### src/rtl/ssa_pkg.sv
// types, codes and constants shared by the slot allocator modules
`default_nettype none
package ssa_pkg;

  localparam int MAX_SECTIONS_DEF      = 16;
  localparam int SLOTS_PER_SECTION_DEF = 256;

  localparam int OP_W       = 2;
  localparam int ADDR_W     = 32;
  localparam int OUT_ADDR_W = 24;
  localparam int ES_W       = 13;
  localparam int CAP_W      = 9;
  localparam int ES_MAX     = 4096;

  typedef enum logic [OP_W-1:0] {
    OP_ALLOC   = 2'd0,
    OP_DISPOSE = 2'd1,
    OP_CLEAR   = 2'd2,
    OP_NONE    = 2'd3
  } op_code_t;

  typedef enum logic [1:0] {
    STAT_OK      = 2'd0,
    STAT_INVALID = 2'd1,
    STAT_FULL    = 2'd2
  } status_t;

  localparam logic REG_ELEMENT_SIZE     = 1'b0;
  localparam logic REG_SECTION_CAPACITY = 1'b1;

  typedef enum logic [4:0] {
    DP_NOP,
    DP_LOAD,
    DP_SWEEP,
    DP_CLEAR,
    DP_SCAN_INIT,
    DP_SCAN,
    DP_OPEN,
    DP_TAKE,
    DP_POP,
    DP_MARK,
    DP_MULT,
    DP_DIV_GO,
    DP_WAIT,
    DP_CHK_ADDR,
    DP_SPLIT,
    DP_RD_OCC,
    DP_DISP,
    DP_EMIT
  } dp_op_t;

  typedef enum logic [4:0] {
    ST_INIT,
    ST_IDLE,
    ST_DISPATCH,
    ST_SCAN,
    ST_OPEN,
    ST_TAKE,
    ST_POP,
    ST_MARK,
    ST_MULT,
    ST_DIV_ADDR,
    ST_CHK_ADDR,
    ST_DIV_SPLIT,
    ST_SPLIT,
    ST_RD_OCC,
    ST_DISP,
    ST_CLEAR,
    ST_DONE
  } state_t;

  typedef struct packed {
    dp_op_t op;
  } cmd_t;

  typedef struct packed {
    op_code_t op;
    logic     scan_hit;
    logic     scan_last;
    logic     pool_full;
    logic     has_free;
    logic     div_done;
    logic     addr_bad;
    logic     sweep_last;
  } sts_t;

endpackage
`default_nettype wire

### src/rtl/ssa_ctrl.sv
// allocator sequencer and request/result handshakes
`default_nettype none
module ssa_ctrl import ssa_pkg::*; (
  input  wire logic clk,
  input  wire logic rst,
  input  wire logic s_tvalid,
  output logic      s_tready,
  output logic      m_tvalid,
  input  wire logic m_tready,
  input  wire sts_t sts,
  output cmd_t      cmd
);

  state_t state, state_next;

  always_ff @(posedge clk) begin
    if (rst) begin
      state    <= ST_INIT;
      m_tvalid <= 1'b0;
    end else begin
      state <= state_next;
      if (cmd.op == DP_EMIT) m_tvalid <= 1'b1;
      else if (m_tready) m_tvalid <= 1'b0;
    end
  end

  assign s_tready = state == ST_IDLE;

  always_comb begin
    state_next = state;
    cmd.op     = DP_NOP;
    unique case (state)
      ST_INIT: begin
        cmd.op = DP_SWEEP;
        if (sts.sweep_last) state_next = ST_IDLE;
      end
      ST_IDLE: begin
        if (s_tvalid) begin
          cmd.op     = DP_LOAD;
          state_next = ST_DISPATCH;
        end
      end
      ST_DISPATCH: begin
        unique case (sts.op)
          OP_ALLOC: begin
            cmd.op     = DP_SCAN_INIT;
            state_next = ST_SCAN;
          end
          OP_DISPOSE: begin
            cmd.op     = DP_DIV_GO;
            state_next = ST_DIV_ADDR;
          end
          OP_CLEAR: begin
            cmd.op     = DP_CLEAR;
            state_next = ST_CLEAR;
          end
          default: state_next = ST_DONE;
        endcase
      end
      ST_SCAN: begin
        cmd.op = DP_SCAN;
        priority if (sts.scan_hit) state_next = ST_TAKE;
        else if (sts.scan_last && sts.pool_full) state_next = ST_DONE;
        else if (sts.scan_last) state_next = ST_OPEN;
        else state_next = ST_SCAN;
      end
      ST_OPEN: begin
        cmd.op     = DP_OPEN;
        state_next = ST_TAKE;
      end
      ST_TAKE: begin
        cmd.op     = DP_TAKE;
        state_next = sts.has_free ? ST_POP : ST_MARK;
      end
      ST_POP: begin
        cmd.op     = DP_POP;
        state_next = ST_MARK;
      end
      ST_MARK: begin
        cmd.op     = DP_MARK;
        state_next = ST_MULT;
      end
      ST_MULT: begin
        cmd.op     = DP_MULT;
        state_next = ST_DONE;
      end
      ST_DIV_ADDR: begin
        cmd.op = DP_WAIT;
        if (sts.div_done) state_next = ST_CHK_ADDR;
      end
      ST_CHK_ADDR: begin
        cmd.op     = DP_CHK_ADDR;
        state_next = sts.addr_bad ? ST_DONE : ST_DIV_SPLIT;
      end
      ST_DIV_SPLIT: begin
        cmd.op = DP_WAIT;
        if (sts.div_done) state_next = ST_SPLIT;
      end
      ST_SPLIT: begin
        cmd.op     = DP_SPLIT;
        state_next = ST_RD_OCC;
      end
      ST_RD_OCC: begin
        cmd.op     = DP_RD_OCC;
        state_next = ST_DISP;
      end
      ST_DISP: begin
        cmd.op     = DP_DISP;
        state_next = ST_DONE;
      end
      ST_CLEAR: begin
        cmd.op = DP_SWEEP;
        if (sts.sweep_last) state_next = ST_DONE;
      end
      ST_DONE: begin
        // wait for the output register to free up
        if (!m_tvalid || m_tready) begin
          cmd.op     = DP_EMIT;
          state_next = ST_IDLE;
        end
      end
      default: state_next = ST_IDLE;
    endcase
  end

endmodule
`default_nettype wire

### config.mk
export PLATFORM = sky130hd
export DESIGN_NAME = ssa_ctrl
export DESIGN_NICKNAME = d
export VERILOG_FILES = /design/src/rtl/ssa_pkg.sv /design/src/rtl/ssa_ctrl.sv
export SDC_FILE = /design/constraint.sdc
export NUM_CORES = 1
export LEC_CHECK = 0
export BUFFER_PORTS_ARGS = -buffer_cell sky130_fd_sc_hd__buf_2
export CORE_MARGIN = 8
export CORE_UTILIZATION = 45
export CTS_CLUSTER_SIZE = 20
export DETAILED_ROUTE_END_ITERATION = 6
export PLACE_DENSITY_LB_ADDON = 0.15
export SYNTH_ARGS = -nofsm -noshare
export SYNTH_HDL_FRONTEND = slang
export SYNTH_SLANG_ARGS = --single-unit
### constraint.sdc
create_clock -name clk -period 3.5 [get_ports clk]
set_clock_uncertainty 0.2 [all_clocks]
set_input_delay 0.525 -clock clk [delete_from_list [all_inputs] [get_ports clk]]
set_output_delay 0.525 -clock clk [all_outputs]
set_load 0.05 [all_outputs]
==> results by group, run 1 <==
Setup path
  • R2r setup slk: 1.31 ns
  • Slowest-stage cell, CP: dfxtp_1
  • Reg2reg end: state[0]
  • WS Path Type: reg -> out
  • RR Startpoint: state[1]
  • CP startpoint kind: flop
  • Cells on worst reg2reg path: 5
  • Crit path cell chain: nor2b_1 > o21ai_0 > a21oi_1 > a211o_1 > buf_2
  • Largest stage delay, worst path: around 0.79 ns
  • Buffers & Inverters on Critical Path: 1
  • Worst Setup End Kind: output pin
  • Crit Path Max Fanout: 24
  • Crit path DAT: 2.03 ns
  • Critical Path RT: roughly 2.8 ns
  • CP top delay family: flip-flops

Timing
  • Worst-margin pin slew: 0.763 ns
  • Max-slew violations: 0
  • PnR worst setup slack: between 0.7 and 0.8 ns
  • Final hold violations: 0
  • FMAX: 0.362 GHz
  • Final setup fails: 0
  • Minimum clock period: roughly 2.8 ns
  • TNS Setup: 0 ns
  • Fin crit share: about 79%
  • RSZ-0062 raised after global routing: false
  • Hold WS: 0.331 ns
  • Relative slew margins: between 40 and 50%

Global route
  • Initial antenna violation count: 0
  • Remaining Overflow, GRT: 0
  • Most Crowded Layer GR: met2
  • Largest net degree at the start of global routing: 26
  • GRT Total Usage: 13.2%
  • Vias in the first global route: 890
  • First-pass GRT wire length: just under 4000 um
  • Met2 Use GR: 20.7%
  • Met3 usage: 1.85%
  • M1 GR Usage: 18.9%

Placement
  • Pre-CTS setup slack: 0.998 ns
  • GPL Wtd Cong: 0.865
  • Cell Area, Placed: roughly 990 um2
  • I/O Buffers: 19
  • Dpl hpwl: around 1800 um

Outcome
  • Status: completed

Power
  • Switch Pwr: 0.133 mW
  • Total Power: 0.300 mW
  • Pleak: 0.429 nW
  • Clock power frac: 23.2%
  • Internal: 0.167 mW
  • Maximum vdd drop: 176 uV
  • Pwr/cell area: 297 nW/um2
  • Flop pwr share: 30.1%
  • Comb pwr share: 46.6%
  • Sw frac: 44.5%

Synth
  • Mapped Avg Cell Area: 7.66 um2
  • Fraction of registers with async set/reset: 0%
  • Post-synth EDFFs: 0
  • Number of synthesized register bits: 6
  • Synth top area share: between 10% and 20%
  • Cell taking the most area after synthesis: dfxtp_1
  • Post-synth top flop: dfxtp_1
  • Largest cells by area after synthesis: dfxtp_1 (13%), ha_1 (6.6%), buf_6 (4.8%)
  • Syn Nets: 141
  • Unique masters post-synth: between 50 and 60
  • Ys Warns: 0
  • Post-synthesis sequential area ratio: around 13%
  • Mapped Area: 942 um2
  • Synth Instances: 123

Route
  • Final wirelength: roughly 2400 um
  • Drc violations: 0
  • ANT nets after route: 0
  • Via density: ~5.7
  • Iter 0 DRT Violations: 31
  • Wire per inst: 15.0 um
  • Drt pass-1 iters: 5
  • Via Count: 927

Floorplanning
  • Die W: between 60 and 70 um
  • Starting density of the core: 48.0%
  • Die Area: 3810 um2
  • Die Ht: 61.8 um
  • Ports: 20
  • Core area: a little under 2000 um2
  • Std cell rows: 16

Finish
  • Final Instance Area: between 1000 and 1500 um2
  • Final nets: 155
  • P&R area growth vs syn: 7.17%
  • Share of cells above drive strength 1: about 26%
  • ANT cells: 0

Hold path
  • Worst hold path type: in -> reg
  • Hold Path Sink: state[0]
  • Hold depth: 2
  • HP Start: rst

Clock network
  • H-tree levels: 1
  • Root Buffer: clkbuf_4
  • CTS Buffer Depth: 2
  • CTS tree: yes
  • Clk sinks: 6
  • Post-CTS setup buffers: 0
  • Worst-Skew Late Latency: around 0.25 ns
  • Register clock-pin slew on the reported worst setup and hold paths: 0.05 ns
  • CTS Hold Bufs: 0
  • Num CTS Buffers: 3
  • CTS resizes: 0

Job
  • Max-cap viol count: 0
[cell type report]
cell class | count | area (um2)
fillers | 221 | 952
multi-input cells | 100 | 708
flip-flops and latches | 6 | 120
repair buffers | 20 | 103
well taps | 27 | 33.8
clock buffers | 3 | 22.5
inverters | 6 | 22.5
[worst reg2reg max path, delay by kind of cell, from the launching register on]
family | cells | cell delay (ns)
buffers and inverters | 1 | 0.29
and+or+nand+nor | 2 | 0.60
AOI/OAI and AO/OA | 2 | 0.39
DFF | 1 | 0.62
[Yosys cell counts, types with 2 or more instances]
cell	n
or3b_1	2
nor4b_1	2
a21oi_1	8
dfxtp_1	6
o31ai_1	2
nand3_2	2
o22ai_1	2
nor2_1	10
o21ai_0	4
and3_2	2
a31oi_1	2
buf_2	2
nor2b_1	6
nor3_1	4
a211o_1	2
o21a_1	2
a211oi_1	2
clkbuf_1	2
nor4_1	2
inv_1	6
buf_6	4
nand2b_1	2
o211ai_1	2
a32o_1	2
ha_1	5
buf_4	2
nor3b_1	2
nand2_1	8
[sequential cells by signal (all words and copies together), names as in the netlist]
| name | flops |
|---|---|
| m_tvalid | 1 |
| state | 5 |
[worst max path at each step]
stage | start | endpoint | slack (ns) | cells after the start
finish | state[0] | cmd[0] | 0.74 | 5
global route | state[0] | cmd[0] | 0.53 | 5
CTS | state[0] | cmd[0] | 0.74 | 5
detailed placement | state[0] | cmd[0] | 1.0 | 5
global placement | sts[7] | cmd[0] | 1.05 | 7
floorplan | state[1] | s_tready | 0.51 | 4
[power by group through the flow]
stage	registers [mW]	logic, mW	clock network, mW
after detailed placement	0.0919	0.140	0
final	0.0905	0.140	0.0697
after floorplan	0.0776	0.128	0
after global placement	0.0913	0.139	0
after global routing	0.0924	0.153	0.0729
after CTS	0.0903	0.140	0.0688
[logic make-up after synthesis]
| family | after synthesis | synth area share, % |
|---|---|---|
| and+or+nand+nor | 54 | 35.2 |
| AOI/OAI and AO/OA | 40 | 32.3 |
| DFF | 6 | 12.7 |
| buffers and inverters | 17 | 12.1 |
| muxes | 1 | 1.06 |
| adders and majority gates | 5 | 6.64 |
[layout by cell type (no fill, tap or decap), drive strengths merged, types with 4 or more instances in the layout]
| cell | synthesis | layout |
|---|---|---|
| nor2b | 6 | 6 |
| nor3 | 5 | 5 |
| inv | 6 | 6 |
| o21ai | 4 | 4 |
| buf | 8 | 20 |
| nor2 | 10 | 10 |
| dfxtp | 6 | 6 |
| ha | 5 | 5 |
| a21oi | 8 | 8 |
| nand2 | 8 | 8 |
[metal layers]
layer	share of wire, %	routed length, um	up-vias
met2	45	1100	31
met4	0	0	0
li1	-	-	488
met5	0	0	-
met1	49	1200	408
met3	5.6	137	0
[per-stage QoR]
| step | std cells | utilization [%] |
|---|---|---|
| 2_1_floorplan | 123 | - |
| 3_3_place_gp | 159 | 50.3 |
| 3_5_place_dp | 159 | 50.3 |
| 4_1_cts | 162 | 51.5 |
| 5_1_grt | 162 | 51.5 |
| 6_report | 162 | 51.5 |
(Power assumes the default switching activity.)
==> inputs of run 2 (changes only) <==
==> constraint.sdc (replaced) <==
create_clock -name clk -period 2.3 [get_ports clk]
set_clock_uncertainty 0.2 [all_clocks]
set_input_delay 0.345 -clock clk [delete_from_list [all_inputs] [get_ports clk]]
set_output_delay 0.345 -clock clk [all_outputs]
set_load 0.05 [all_outputs]
==> run 2 against run 1 <==
Net effect:
- power is 60% higher
- register-to-register slack got worse by 0.91 ns
- count of clock-buffer cells in the layout is the same
- critical endpoint is now cmd[1]
- combinational power grew 83%
- setup slack got worse by 0.61 ns
- first-iteration DRC count down 55%
- sequential power rose by 40%
- die area is the same
- worst hold slack lost 0.20 ns
==> results by group, run 2 (same netlist as run 1, synthesis figures left out) <==
Timing
  • RSZ-0062 raised after global routing: false (unchanged)
  • Final setup fails: 0 (unchanged)
  • Final hold violations: 0 (unchanged)
  • TNS Setup: 0 ns (unchanged)
  • Worst-margin pin slew: 0.357 ns (was 0.763 ns)
  • Fin crit share: 94.2%
  • Minimum clock period: around 2.2 ns
  • PnR worst setup slack: 0.134 ns (was 0.741 ns)
  • FMAX: about 0.46 GHz
  • Hold WS: 0.134 ns (was 0.331 ns)
  • Max-slew violations: 0 (unchanged)
  • Relative slew margins: 76.1% (was 49.0%)

Clock network
  • CTS Hold Bufs: 0 (unchanged)
  • Register clock-pin slew on the reported worst setup and hold paths: 0.05 ns (about the same)
  • CTS tree: yes (unchanged)
  • Post-CTS setup buffers: 0 (unchanged)
  • Num CTS Buffers: 3 (unchanged)
  • CTS Buffer Depth: 2 (unchanged)
  • Clk sinks: 6 (unchanged)
  • CTS resizes: 1 (was 0)
  • H-tree levels: 1 (unchanged)
  • Root Buffer: clkbuf_4 (unchanged)
  • Worst-Skew Late Latency: 0.25 ns (about the same)

Global route
  • Vias in the first global route: 907 (was 890)
  • Largest net degree at the start of global routing: 18 (was 26)
  • GRT Total Usage: 14.7% (was 13.2%)
  • Initial antenna violation count: 0 (unchanged)
  • First-pass GRT wire length: 4330 um (was 3970 um)
  • Remaining Overflow, GRT: 0 (unchanged)

Power
  • Total Power: 0.481 mW (was 0.300 mW)
  • Maximum vdd drop: 321 uV (was 176 uV)
  • Pleak: 0.488 nW (was 0.429 nW)
  • Pwr/cell area: 436 nW/um2 (was 297 nW/um2)

Finish
  • Final Instance Area: 1100 um2 (was 1010 um2)
  • ANT cells: 0 (unchanged)
  • Non-Filler Instances: 172 (was 162)
  • Layout Utilization: 56.3% (was 51.5%)
  • Most flops, register: state (unchanged)
  • Share of cells above drive strength 1: 35.9% (was 25.9%)
  • Most frequent cells in the layout: buf_2 (19), buf_4 (11), nor2_1 (10) (was buf_2 (19), nor2_1 (10), a21oi_1 (8), nand2_1 (8))
  • Final nets: 165 (was 155)
  • Commonest non-fill, non-tap cell in the layout: buf_2 (unchanged)
  • P&R area growth vs syn: 17.3% (was 7.17%)
  • Largest regs: state (5), m_tvalid (1) (unchanged)
  • Max reg flops: 5 (unchanged)

Placement
  • I/O Buffers: 19 (unchanged)
  • GPL Wtd Cong: 0.917 (was 0.865)
  • Pre-CTS setup slack: 0.265 ns (was 0.998 ns)
  • Cell Area, Placed: 1080 um2 (was 987 um2)
  • Placed Cells: 169 (was 159)
  • Dpl hpwl: 2070 um (was 1810 um)

Hold path
  • Hold depth: 2 (unchanged)
  • Worst hold path type: in -> reg (unchanged)

Route
  • Final wirelength: 2640 um (was 2440 um)
  • Via Count: 1017 (was 927)
  • Via density: 5.91 (was 5.72)
  • Iter 0 DRT Violations: 14 (was 31)
  • Wire per inst: 15.3 um (was 15.0 um)
  • ANT nets after route: 0 (unchanged)
  • Drc violations: 0 (unchanged)
  • Drt pass-1 iters: 4 (was 5)

Floorplanning
  • Die Ht: 61.8 um (unchanged)
  • Die Area: 3810 um2 (unchanged)
  • Die W: 61.8 um (unchanged)
  • Core area: 1960 um2 (unchanged)
  • Std cell rows: 16 (unchanged)
  • Ports: 20 (unchanged)
  • Starting density of the core: 48.0% (unchanged)

Job
  • Max-cap viol count: 0 (unchanged)

Setup path
  • WS Path Type: reg -> out (unchanged)
  • Crit Path Max Fanout: 17 (was 24)
  • Reg2reg end: state[1] (was state[0])
  • CP startpoint: state[2] (was state[0])
  • Crit path capture: cmd[1] (was cmd[0])
  • RR Startpoint: state[2] (was state[1])
  • Cells on worst reg2reg path: 4 (was 5)
  • R2r setup slk: 0.40 ns (was 1.31 ns)
  • Worst Setup End Kind: output pin (unchanged)
  • Crit path DAT: 1.62 ns (was 2.03 ns)
  • Critical Path RT: 1.75 ns (was 2.77 ns)
  • CP startpoint kind: flop (unchanged)

Outcome
  • Status: completed (unchanged)
[run 2: worst min-delay path by stage]
stage | to | from | slack, ns
after floorplan | state[0] | rst | 0.21
after global placement | state[0] | rst | 0.39
after detailed placement | state[0] | rst | 0.39
after CTS | state[0] | rst | 0.13
after global routing | state[0] | rst | 0.13
final | state[0] | rst | 0.13
[run 2: worst max-delay path, cell delays in order (launching register included)]
cell and delay [ns]:
dfxtp_2 0.41, buf_4 0.19, nor2_1 0.16, nand2_1 0.07, a21o_1 0.17, a21oi_1 0.10
buf_2 0.27
[run 2: routing by layer]
| layer | GRT usage [%] | share of wire [%] |
|---|---|---|
| met4 | 4.87 | 2.0 |
| met5 | 0 | 0 |
| met2 | 23.8 | 46 |
| met1 | 19.4 | 47 |
| met3 | 2.26 | 4.8 |
[run 2: area by class of cell]
cell class              instances  area (um2)
fillers                       201         857
clock buffers                   3        22.5
flip-flops and latches          6         125
inverters                       6        22.5
multi-input cells             100         723
repair buffers                 30         178
well taps                      27        33.8
[run 2: power breakdown]
part / switching [mW] / internal (mW) / leakage [nW] / total (mW)
combinational: 0.148 / 0.108 / 0.424 / 0.256
sequential: 0.0161 / 0.111 / 0.0504 / 0.127
clock: 0.0388 / 0.0591 / 0.0138 / 0.0978
total: 0.203 / 0.278 / 0.488 / 0.481
